`config.mk`:
```
export PLATFORM = sky130hd
export DESIGN_NAME = rgb_to_hsv_converter_flat
export DESIGN_NICKNAME = d
export VERILOG_FILES = /design/src/rthsv_pkg.sv /design/src/rthsv_req_if.sv /design/src/rthsv_rsp_if.sv /design/src/rthsv_front.sv /design/src/rthsv_div_stage.sv /design/src/rthsv_back.sv /design/src/rgb_to_hsv_converter.sv /design/src/flat_wrapper.sv
export SDC_FILE = /design/constraint.sdc
export NUM_CORES = 1
export LEC_CHECK = 0
export BUFFER_PORTS_ARGS = -buffer_cell sky130_fd_sc_hd__buf_4
export CAP_MARGIN = 20
export CORE_MARGIN = 2
export CORE_UTILIZATION = 35
export DETAILED_ROUTE_END_ITERATION = 6
export GPL_ROUTABILITY_DRIVEN = 0
export HOLD_SLACK_MARGIN = 0.12
export PLACE_DENSITY_LB_ADDON = 0.05
export SYNTH_ARGS = -nofsm -noshare
export SYNTH_HDL_FRONTEND = slang
export SYNTH_SLANG_ARGS = --single-unit
export TNS_END_PERCENT = 5
```
`constraint.sdc`:
```
create_clock -name clock -period 42.2 [get_ports clock]
set_input_delay 6.33 -clock clock [delete_from_list [all_inputs] [get_ports clock]]
set_output_delay 6.33 -clock clock [all_outputs]
set_load 0.02 [all_outputs]
```
`src/rthsv_pkg.sv`:
```
package rthsv_pkg;

   // default component width
   localparam int RTHSV_COMPONENT_BITS = 8;

   // result field widths
   localparam int HUE_BITS = 13;
   localparam int SAT_BITS = 9;

   // quotient bits resolved by the divider pipeline (hue quotient reaches 960)
   localparam int QUO_BITS = 10;

   // saturation is scaled by 256 before the divide
   localparam int SAT_SHIFT = 8;

   // sixty degrees and a full turn, in sixteenths of a degree
   localparam logic [HUE_BITS-1:0] HUE_SECTOR = 13'd960;
   localparam logic [HUE_BITS-1:0] HUE_FULL   = 13'd5760;

   // dominant component, red wins ties, then green
   typedef enum logic [1:0] {
      SECTOR_RED   = 2'd0,
      SECTOR_GREEN = 2'd1,
      SECTOR_BLUE  = 2'd2
   } rthsv_sector_type;

   // per-pixel control that rides along the divider pipeline
   typedef struct packed {
      rthsv_sector_type sector;
      logic             neg;    // hue difference term is negative
      logic             grey;   // max equals min
      logic             black;  // max is zero
   } rthsv_side_type;

endpackage

```
`src/rthsv_req_if.sv`:
```
interface rthsv_req_if #(
   parameter int COMPONENT_BITS = rthsv_pkg::RTHSV_COMPONENT_BITS
);
   logic                      valid;
   logic                      ready;
   logic [COMPONENT_BITS-1:0] red;
   logic [COMPONENT_BITS-1:0] green;
   logic [COMPONENT_BITS-1:0] blue;

   modport source (output valid, output red, output green, output blue, input ready);
   modport sink   (input valid, input red, input green, input blue, output ready);
endinterface

```
`src/rthsv_rsp_if.sv`:
```
interface rthsv_rsp_if #(
   parameter int COMPONENT_BITS = rthsv_pkg::RTHSV_COMPONENT_BITS
);
   logic                              valid;
   logic                              ready;
   logic [rthsv_pkg::HUE_BITS-1:0]    hue;
   logic [rthsv_pkg::SAT_BITS-1:0]    saturation;
   logic [COMPONENT_BITS-1:0]         brightness;

   modport source (output valid, output hue, output saturation, output brightness,
                   input ready);
   modport sink   (input valid, input hue, input saturation, input brightness,
                   output ready);
endinterface

```
`src/rthsv_front.sv`:
```
module rthsv_front #(
   parameter int COMPONENT_BITS = rthsv_pkg::RTHSV_COMPONENT_BITS,
   parameter int NUM_BITS       = COMPONENT_BITS + rthsv_pkg::QUO_BITS
) (
   input  logic                        clock,
   input  logic                        reset,
   input  logic                        advance,
   input  logic                        in_valid,
   input  logic [COMPONENT_BITS-1:0]   in_red,
   input  logic [COMPONENT_BITS-1:0]   in_green,
   input  logic [COMPONENT_BITS-1:0]   in_blue,
   output logic                        out_valid,
   output rthsv_pkg::rthsv_side_type   out_side,
   output logic [COMPONENT_BITS-1:0]   out_bright,
   output logic [NUM_BITS-1:0]         out_hue_num,
   output logic [COMPONENT_BITS-1:0]   out_hue_den,
   output logic [NUM_BITS-1:0]         out_sat_num,
   output logic [COMPONENT_BITS-1:0]   out_sat_den
);
   import rthsv_pkg::*;

   logic [COMPONENT_BITS-1:0] max_val;
   logic [COMPONENT_BITS-1:0] min_val;
   logic [COMPONENT_BITS-1:0] delta;
   logic [COMPONENT_BITS-1:0] sub_a;
   logic [COMPONENT_BITS-1:0] sub_b;
   logic [COMPONENT_BITS-1:0] diff_mag;
   rthsv_side_type            side_in;

   logic                      valid_ff;
   rthsv_side_type            side_ff;
   logic [COMPONENT_BITS-1:0] bright_ff;
   logic [NUM_BITS-1:0]       hue_num_ff;
   logic [COMPONENT_BITS-1:0] hue_den_ff;
   logic [NUM_BITS-1:0]       sat_num_ff;
   logic [COMPONENT_BITS-1:0] sat_den_ff;

   // extremes and dominant component
   always_comb begin
      max_val = in_red;
      if (in_green > max_val) max_val = in_green;
      if (in_blue > max_val)  max_val = in_blue;
      min_val = in_red;
      if (in_green < min_val) min_val = in_green;
      if (in_blue < min_val)  min_val = in_blue;
      delta = max_val - min_val;

      if (in_red == max_val) begin
         side_in.sector = SECTOR_RED;
         sub_a = in_green;
         sub_b = in_blue;
      end else if (in_green == max_val) begin
         side_in.sector = SECTOR_GREEN;
         sub_a = in_blue;
         sub_b = in_red;
      end else begin
         side_in.sector = SECTOR_BLUE;
         sub_a = in_red;
         sub_b = in_green;
      end

      // sign and magnitude of the difference term
      side_in.neg   = (sub_a < sub_b);
      diff_mag      = side_in.neg ? (sub_b - sub_a) : (sub_a - sub_b);
      side_in.grey  = (delta == '0);
      side_in.black = (max_val == '0);
   end

   always_ff @(posedge clock) begin
      if (reset) begin
         valid_ff <= 1'b0;
      end else if (advance) begin
         valid_ff <= in_valid;
      end
      if (advance) begin
         side_ff    <= side_in;
         bright_ff  <= max_val;
         hue_num_ff <= NUM_BITS'(diff_mag) * NUM_BITS'(HUE_SECTOR);
         hue_den_ff <= delta;
         sat_num_ff <= NUM_BITS'(delta) << SAT_SHIFT;
         sat_den_ff <= max_val;
      end
   end

   assign out_valid   = valid_ff;
   assign out_side    = side_ff;
   assign out_bright  = bright_ff;
   assign out_hue_num = hue_num_ff;
   assign out_hue_den = hue_den_ff;
   assign out_sat_num = sat_num_ff;
   assign out_sat_den = sat_den_ff;

endmodule

```
`src/rthsv_div_stage.sv`:
```
module rthsv_div_stage #(
   parameter int COMPONENT_BITS = rthsv_pkg::RTHSV_COMPONENT_BITS,
   parameter int NUM_BITS       = COMPONENT_BITS + rthsv_pkg::QUO_BITS,
   parameter int SHIFT          = 0
) (
   input  logic                           clock,
   input  logic                           reset,
   input  logic                           advance,
   input  logic                           in_valid,
   input  rthsv_pkg::rthsv_side_type      in_side,
   input  logic [COMPONENT_BITS-1:0]      in_bright,
   input  logic [NUM_BITS-1:0]            in_hue_rem,
   input  logic [COMPONENT_BITS-1:0]      in_hue_den,
   input  logic [rthsv_pkg::QUO_BITS-1:0] in_hue_quo,
   input  logic [NUM_BITS-1:0]            in_sat_rem,
   input  logic [COMPONENT_BITS-1:0]      in_sat_den,
   input  logic [rthsv_pkg::QUO_BITS-1:0] in_sat_quo,
   output logic                           out_valid,
   output rthsv_pkg::rthsv_side_type      out_side,
   output logic [COMPONENT_BITS-1:0]      out_bright,
   output logic [NUM_BITS-1:0]            out_hue_rem,
   output logic [COMPONENT_BITS-1:0]      out_hue_den,
   output logic [rthsv_pkg::QUO_BITS-1:0] out_hue_quo,
   output logic [NUM_BITS-1:0]            out_sat_rem,
   output logic [COMPONENT_BITS-1:0]      out_sat_den,
   output logic [rthsv_pkg::QUO_BITS-1:0] out_sat_quo
);
   import rthsv_pkg::*;

   logic [NUM_BITS-1:0]       hue_den_sh;
   logic [NUM_BITS-1:0]       sat_den_sh;
   logic                      hue_ge;
   logic                      sat_ge;

   logic                      valid_ff;
   rthsv_side_type            side_ff;
   logic [COMPONENT_BITS-1:0] bright_ff;
   logic [NUM_BITS-1:0]       hue_rem_ff;
   logic [COMPONENT_BITS-1:0] hue_den_ff;
   logic [QUO_BITS-1:0]       hue_quo_ff;
   logic [NUM_BITS-1:0]       sat_rem_ff;
   logic [COMPONENT_BITS-1:0] sat_den_ff;
   logic [QUO_BITS-1:0]       sat_quo_ff;

   // one restoring step per lane: try subtracting the aligned divisor
   always_comb begin
      hue_den_sh = NUM_BITS'(in_hue_den) << SHIFT;
      sat_den_sh = NUM_BITS'(in_sat_den) << SHIFT;
      hue_ge     = (in_hue_rem >= hue_den_sh);
      sat_ge     = (in_sat_rem >= sat_den_sh);
   end

   always_ff @(posedge clock) begin
      if (reset) begin
         valid_ff <= 1'b0;
      end else if (advance) begin
         valid_ff <= in_valid;
      end
      if (advance) begin
         side_ff    <= in_side;
         bright_ff  <= in_bright;
         hue_rem_ff <= hue_ge ? (in_hue_rem - hue_den_sh) : in_hue_rem;
         hue_den_ff <= in_hue_den;
         hue_quo_ff <= {in_hue_quo[QUO_BITS-2:0], hue_ge};
         sat_rem_ff <= sat_ge ? (in_sat_rem - sat_den_sh) : in_sat_rem;
         sat_den_ff <= in_sat_den;
         sat_quo_ff <= {in_sat_quo[QUO_BITS-2:0], sat_ge};
      end
   end

   assign out_valid   = valid_ff;
   assign out_side    = side_ff;
   assign out_bright  = bright_ff;
   assign out_hue_rem = hue_rem_ff;
   assign out_hue_den = hue_den_ff;
   assign out_hue_quo = hue_quo_ff;
   assign out_sat_rem = sat_rem_ff;
   assign out_sat_den = sat_den_ff;
   assign out_sat_quo = sat_quo_ff;

endmodule

```
`src/rthsv_back.sv`:
```
module rthsv_back #(
   parameter int COMPONENT_BITS = rthsv_pkg::RTHSV_COMPONENT_BITS,
   parameter int NUM_BITS       = COMPONENT_BITS + rthsv_pkg::QUO_BITS
) (
   input  logic                           clock,
   input  logic                           reset,
   input  logic                           out_ready,
   output logic                           advance,
   input  logic                           in_valid,
   input  rthsv_pkg::rthsv_side_type      in_side,
   input  logic [COMPONENT_BITS-1:0]      in_bright,
   input  logic [NUM_BITS-1:0]            in_hue_rem,
   input  logic [rthsv_pkg::QUO_BITS-1:0] in_hue_quo,
   input  logic [rthsv_pkg::QUO_BITS-1:0] in_sat_quo,
   output logic                           out_valid,
   output logic [rthsv_pkg::HUE_BITS-1:0] out_hue,
   output logic [rthsv_pkg::SAT_BITS-1:0] out_saturation,
   output logic [COMPONENT_BITS-1:0]      out_brightness
);
   import rthsv_pkg::*;

   logic [HUE_BITS-1:0]       hue_step;
   logic [HUE_BITS-1:0]       hue_base;
   logic [HUE_BITS-1:0]       hue_in;
   logic [SAT_BITS-1:0]       sat_in;

   logic                      valid_ff;
   logic [HUE_BITS-1:0]       hue_ff;
   logic [SAT_BITS-1:0]       sat_ff;
   logic [COMPONENT_BITS-1:0] bright_ff;

   // whole pipeline moves unless a result sits unclaimed
   assign advance = !valid_ff || out_ready;

   // hue: sector base plus or minus the quotient, negative side rounds away
   always_comb begin
      hue_step = HUE_BITS'(in_hue_quo);
      if (in_side.neg && (in_hue_rem != '0)) hue_step = hue_step + HUE_BITS'(1);

      case (in_side.sector)
         SECTOR_RED:   hue_base = in_side.neg ? HUE_FULL : '0;
         SECTOR_GREEN: hue_base = HUE_SECTOR << 1;
         SECTOR_BLUE:  hue_base = HUE_SECTOR << 2;
         default:      hue_base = '0;
      endcase

      if (in_side.grey)     hue_in = '0;
      else if (in_side.neg) hue_in = hue_base - hue_step;
      else                  hue_in = hue_base + hue_step;

      sat_in = in_side.black ? '0 : in_sat_quo[SAT_BITS-1:0];
   end

   // output register
   always_ff @(posedge clock) begin
      if (reset) begin
         valid_ff <= 1'b0;
      end else if (advance) begin
         valid_ff <= in_valid;
      end
      if (advance) begin
         hue_ff    <= hue_in;
         sat_ff    <= sat_in;
         bright_ff <= in_bright;
      end
   end

   assign out_valid      = valid_ff;
   assign out_hue        = hue_ff;
   assign out_saturation = sat_ff;
   assign out_brightness = bright_ff;

endmodule

```
`src/rgb_to_hsv_converter.sv`:
```
// Channel   Dir  Handshake     Beat contents
// req_bus   in   valid/ready   red, green, blue (COMPONENT_BITS each)
// rsp_bus   out  valid/ready   hue (13), saturation (9), brightness (COMPONENT_BITS)
//
// One beat in per clock and one beat out per clock while rsp_bus takes each result; the pipeline is
// a min/max stage, ten restoring divider stages that resolve
// one quotient bit each for hue and saturation side by side, and the output register.
// Synchronous reset clears only the valid bits. When a result waits on rsp_bus,
// every stage holds; req_bus.ready follows the output slot being free or taken.
module rgb_to_hsv_converter #(
   parameter int COMPONENT_BITS = rthsv_pkg::RTHSV_COMPONENT_BITS
) (
   input  logic         clock,
   input  logic         reset,
   rthsv_req_if.sink    req_bus,
   rthsv_rsp_if.source  rsp_bus
);
   import rthsv_pkg::*;

   localparam int NUM_BITS = COMPONENT_BITS + QUO_BITS;

   logic                      advance;

   // stage boundaries: index 0 is the front register, QUO_BITS the last divider step
   logic                      st_valid   [0:QUO_BITS];
   rthsv_side_type            st_side    [0:QUO_BITS];
   logic [COMPONENT_BITS-1:0] st_bright  [0:QUO_BITS];
   logic [NUM_BITS-1:0]       st_hue_rem [0:QUO_BITS];
   logic [COMPONENT_BITS-1:0] st_hue_den [0:QUO_BITS];
   logic [QUO_BITS-1:0]       st_hue_quo [0:QUO_BITS];
   logic [NUM_BITS-1:0]       st_sat_rem [0:QUO_BITS];
   logic [COMPONENT_BITS-1:0] st_sat_den [0:QUO_BITS];
   logic [QUO_BITS-1:0]       st_sat_quo [0:QUO_BITS];

   assign req_bus.ready = advance;

   // extremes, sector and divider operands
   rthsv_front #(
      .COMPONENT_BITS (COMPONENT_BITS),
      .NUM_BITS       (NUM_BITS)
   ) u_front (
      .clock       (clock),
      .reset       (reset),
      .advance     (advance),
      .in_valid    (req_bus.valid),
      .in_red      (req_bus.red),
      .in_green    (req_bus.green),
      .in_blue     (req_bus.blue),
      .out_valid   (st_valid[0]),
      .out_side    (st_side[0]),
      .out_bright  (st_bright[0]),
      .out_hue_num (st_hue_rem[0]),
      .out_hue_den (st_hue_den[0]),
      .out_sat_num (st_sat_rem[0]),
      .out_sat_den (st_sat_den[0])
   );

   assign st_hue_quo[0] = '0;
   assign st_sat_quo[0] = '0;

   // divider pipeline, most significant quotient bit first
   for (genvar k = 0; k < QUO_BITS; k++) begin : g_div
      rthsv_div_stage #(
         .COMPONENT_BITS (COMPONENT_BITS),
         .NUM_BITS       (NUM_BITS),
         .SHIFT          (QUO_BITS - 1 - k)
      ) u_stage (
         .clock       (clock),
         .reset       (reset),
         .advance     (advance),
         .in_valid    (st_valid[k]),
         .in_side     (st_side[k]),
         .in_bright   (st_bright[k]),
         .in_hue_rem  (st_hue_rem[k]),
         .in_hue_den  (st_hue_den[k]),
         .in_hue_quo  (st_hue_quo[k]),
         .in_sat_rem  (st_sat_rem[k]),
         .in_sat_den  (st_sat_den[k]),
         .in_sat_quo  (st_sat_quo[k]),
         .out_valid   (st_valid[k+1]),
         .out_side    (st_side[k+1]),
         .out_bright  (st_bright[k+1]),
         .out_hue_rem (st_hue_rem[k+1]),
         .out_hue_den (st_hue_den[k+1]),
         .out_hue_quo (st_hue_quo[k+1]),
         .out_sat_rem (st_sat_rem[k+1]),
         .out_sat_den (st_sat_den[k+1]),
         .out_sat_quo (st_sat_quo[k+1])
      );
   end

   // hue assembly and output register
   rthsv_back #(
      .COMPONENT_BITS (COMPONENT_BITS),
      .NUM_BITS       (NUM_BITS)
   ) u_back (
      .clock          (clock),
      .reset          (reset),
      .out_ready      (rsp_bus.ready),
      .advance        (advance),
      .in_valid       (st_valid[QUO_BITS]),
      .in_side        (st_side[QUO_BITS]),
      .in_bright      (st_bright[QUO_BITS]),
      .in_hue_rem     (st_hue_rem[QUO_BITS]),
      .in_hue_quo     (st_hue_quo[QUO_BITS]),
      .in_sat_quo     (st_sat_quo[QUO_BITS]),
      .out_valid      (rsp_bus.valid),
      .out_hue        (rsp_bus.hue),
      .out_saturation (rsp_bus.saturation),
      .out_brightness (rsp_bus.brightness)
   );

endmodule
```
`src/flat_wrapper.sv`:
```
// flat-port wrapper written by rule: the top's interface ports become plain ports
module rgb_to_hsv_converter_flat import rthsv_pkg::*;
#(
   parameter int COMPONENT_BITS = rthsv_pkg::RTHSV_COMPONENT_BITS
)
  (clock, reset, req_bus_valid, req_bus_red, req_bus_green, req_bus_blue, req_bus_ready, rsp_bus_valid, rsp_bus_hue, rsp_bus_saturation, rsp_bus_brightness, rsp_bus_ready);
  rthsv_req_if #(.COMPONENT_BITS(COMPONENT_BITS)) req_bus_i ();
  rthsv_rsp_if #(.COMPONENT_BITS(COMPONENT_BITS)) rsp_bus_i ();
  input  logic clock;
  input  logic reset;
  input wire logic [$bits(req_bus_i.valid)-1:0] req_bus_valid;
  input wire logic [$bits(req_bus_i.red)-1:0] req_bus_red;
  input wire logic [$bits(req_bus_i.green)-1:0] req_bus_green;
  input wire logic [$bits(req_bus_i.blue)-1:0] req_bus_blue;
  output wire logic [$bits(req_bus_i.ready)-1:0] req_bus_ready;
  output wire logic [$bits(rsp_bus_i.valid)-1:0] rsp_bus_valid;
  output wire logic [$bits(rsp_bus_i.hue)-1:0] rsp_bus_hue;
  output wire logic [$bits(rsp_bus_i.saturation)-1:0] rsp_bus_saturation;
  output wire logic [$bits(rsp_bus_i.brightness)-1:0] rsp_bus_brightness;
  input wire logic [$bits(rsp_bus_i.ready)-1:0] rsp_bus_ready;
  assign req_bus_i.valid = req_bus_valid;
  assign req_bus_i.red = req_bus_red;
  assign req_bus_i.green = req_bus_green;
  assign req_bus_i.blue = req_bus_blue;
  assign req_bus_ready = req_bus_i.ready;
  assign rsp_bus_valid = rsp_bus_i.valid;
  assign rsp_bus_hue = rsp_bus_i.hue;
  assign rsp_bus_saturation = rsp_bus_i.saturation;
  assign rsp_bus_brightness = rsp_bus_i.brightness;
  assign rsp_bus_i.ready = rsp_bus_ready;
  rgb_to_hsv_converter #(.COMPONENT_BITS(COMPONENT_BITS)) u_core (.clock(clock), .reset(reset), .req_bus(req_bus_i), .rsp_bus(rsp_bus_i));
endmodule
```
==> summary.md <==
| Metric | Value |
|---|---|
| Detailed Place HPWL | `roughly 48000 um` |
| Worst path required time | `~43 ns` |
| Die Span X | `between 300 and 400 um` |
| Final design area excluding fillers | `38500 sq um` |
| Cell mode on critical path | `a21oi_1` |
| Antenna violations before repair | `0` |
| Die Area | `100000 sq um` |
| Port Buffers | `59` |
| Mapped Area | `roughly 34000 sq um` |
| Worst slew pin tran | `1.05 ns` |
| Ys Warns | `0` |
| Slew Limit Headroom | `0.296` |
| Most frequent cells in the layout | `623 x edfxtp_1, 316 x inv_1, 231 x ha_1` |
| Post-synth EDFFs | `623` |
| Critical Path Max Stage Delay | `~0.75 ns` |
| Number of global-route vias before repair | `22.1k` |
| Period Utilization, post-route | `0.384` |
| Most common cell after layout, fill and taps aside | `edfxtp_1` |
| Vias | `21.1k` |
| Setup_tns | `0 ns` |
| Avg WL per Cell | `15.0 um` |
| Post-CTS Setup Inserts | `0` |
| N_diodes | `0` |
| Synthesized flop and latch total | `635` |
| Max_cap viols | `0` |
| Residual DRC | `0` |
| Maximum clock frequency | `0.0617 GHz` |
| Gr usage total | `0.133` |
| Post-Route WL | `between 60000 and 70000 um` |
| Hold_buf cts | `0` |
| Fillers | `~9k` |
| Startpoint types | `input pin` |
| Post-CTS sizing | `0` |
| Slew Limit Fails | `0` |
| Post-Synthesis Cells | `between 2k and 3k` |
| DR vias/cell | `about 4.8` |
| Worst-path maximum fanout | `18` |
| Routed Antenna Nets | `0` |
| Outcome | `finished clean` |
| Nets | `3303` |
| Worst-skew pair later-pin latency | `0.62 ns` |
| Avg Inst Size Synth | `11.7 sq um` |
| Async S/R FF share, synth | `0` |
| Clock slew at reported path FFs | `0.06 ns` |
| Core ar. | `approximately 97000 sq um` |
| Layout cell share with drive strength beyond 1 | `0.0811` |
| RSZ-0062 raised after global routing | `false` |
| Clock root buffer | `clkbuf_16` |
| Synth-to-Final Area Change | `12.8%` |
| I/O pin count | `60` |
| CTS tree | `done` |
| Num CTS Buffers | `77` |
| Syn Nets | `~3.2k` |
| First-pass iteration count of the detailed router | `5` |
| Gr ovfl total | `0` |
| Synth cell types | `80` |
| H-tree depth | `3` |
| Hold WC Path Type | `flip-flop to flip-flop` |
| Crit Path Category | `input pin to flip-flop` |
| Final Hold Violating Endpoints | `0` |
| Starting Density | `0.353` |
| Hold_ws | `0.400 ns` |
| Final setup fails | `0` |
| Post-synthesis sequential area ratio | `0.555` |
| Worst Setup End Kind | `flip-flop` |
| Largest net degree at the start of global routing | `147` |
| Minimum clock period | `16.20 ns` |
| Clock tree buffer depth | `3` |
| CTS sink cnt | `635` |
| Post-synth top flop | `edfxtp_1` |
| Worst EP arrival | `16.57 ns` |
| # rows | `114` |
| DRT iter0 DRCs | `around 950` |
| First-pass GRT wire length | `approximately 110000 um` |
| Chip Height | `316 um` |
| Crit-path slowest cell | `a21oi_2` |
| Placed inst area | `36100 sq um` |
| Worst Skew | `0.0257 ns` |
==> flip-flops by register name, indices dropped and copies added, names as in the netlist, 13 cells and up <==
name,count
u_core.g_div.u_stage.out_hue_den,72
u_core.g_div.u_stage.out_sat_rem,117
u_core.g_div.u_stage.out_hue_quo,55
u_core.g_div.u_stage.out_bright,16
u_core.u_back.out_hue,13
u_core.g_div.u_stage.out_sat_quo,45
u_core.g_div.u_stage.out_sat_den,64
u_core.g_div.u_stage.out_hue_rem,141
u_core.g_div.u_stage.out_side,50
==> cell families after synthesis <==
family | after synthesis | share of synthesized area
and+or+nand+nor | 783 | 0.115
adders and majority gates | 264 | 0.104
xor gates and xnor gates | 206 | 0.0533
buffers and inverters | 379 | 0.0424
DFF | 635 | 0.555
AOI/OAI and AO/OA | 556 | 0.101
muxes | 95 | 0.0296
==> layout make-up <==
type | instances | area, sq um | share of cell area
Clock buffer | 102 | 2090 | 0.0544
Timing Repair Buffer | 76 | 603 | 0.0157
Multi-Input combinational cell | 1904 | 13800 | 0.357
Clock inverter | 35 | 319 | 0.00828
Sequential cell | 635 | 18900 | 0.492
Inverter | 317 | 1200 | 0.0311
Tap cell | 1276 | 1600 | 0.0415
==> metal layers <==
metal,vias to the layer above,global-route usage,wire length [um]
met4,0,0.0598,2360
li1,10700,-,-
met2,312,0.245,33200
met3,123,0.0218,2280
met5,-,0,0
met1,9925,0.149,27400
==> synth_stat cells (all sizes together), types with 7 or more instances <==
library cell    n  share of area
xor2           96          0.025
a31oi          14         0.0030
nand2         195          0.021
xnor2         109          0.028
nor4           30         0.0057
inv           317          0.035
o31ai          35         0.0078
o21bai          9         0.0021
or4            11         0.0024
nor2          202          0.022
a21boi         40         0.0088
or2             9         0.0016
fa             33          0.019
a211oi         14         0.0036
nor3b           7         0.0015
mux2           48          0.016
buf            11         0.0019
nand3          42         0.0062
dfxtp          12         0.0070
o21ai         175          0.026
clkbuf         51         0.0056
nand4          40         0.0075
or3            22         0.0040
a21oi         155          0.023
edfxtp        623           0.55
o21a           27         0.0059
nand2b         37         0.0068
a21o           49          0.011
nand3b         10         0.0026
ha            231          0.085
and2            9         0.0016
nor2b          62          0.011
nor3           71          0.010
mux2i          47          0.014
nand4b         11         0.0028
o211ai          7         0.0017
==> through the flow <==
| stage | utilization | cells | setup slack [ns] |
|---|---|---|---|
| 6_report | 0.398 | 4345 | 26.00 |
| 5_1_grt | 0.398 | 4345 | 25.35 |
| 4_1_cts | 0.398 | 4343 | 26.11 |
| 3_5_place_dp | 0.373 | 4206 | 25.44 |
| 3_3_place_gp | 0.373 | 4206 | 25.68 |
| 2_1_floorplan | - | 2918 | 12.25 |
==> final timing paths <==
| kind | cells past startpoint | slack, ns | startpoint | endpoint |
|---|---|---|---|---|
| min | 0 | 0.40 | u_core.g_div[3].u_stage.out_hue_quo[1]$_DFFE_PP_ | u_core.g_div[4].u_stage.out_hue_quo[2]$_DFFE_PP_ |
| min reg2reg | 0 | 0.40 | u_core.g_div[3].u_stage.out_hue_quo[1]$_DFFE_PP_ | u_core.g_div[4].u_stage.out_hue_quo[2]$_DFFE_PP_ |
| max reg2reg | 17 | 37.45 | u_core.g_div[9].u_stage.out_hue_rem[12]$_DFFE_PP_ | u_core.u_back.out_hue[12]$_SDFFCE_PP0P_ |
| max | 41 | 26.00 | req_bus_red[7] | u_core.u_front.out_hue_num[17]$_DFFE_PP_ |
==> critical path, delay by kind of cell <==
| kind | cells | cell delay (ns) |
|---|---|---|
| compound gates | 18 | 4.18 |
| xor+xnor | 1 | 0.09 |
| fa+ha+maj | 6 | 2.33 |
| buf+inv | 5 | 0.70 |
| mux | 3 | 1.17 |
| simple gates | 8 | 1.77 |
Power is not shown: default switching activity piles up to over one toggle a cycle in this logic, so the estimate is an artifact.
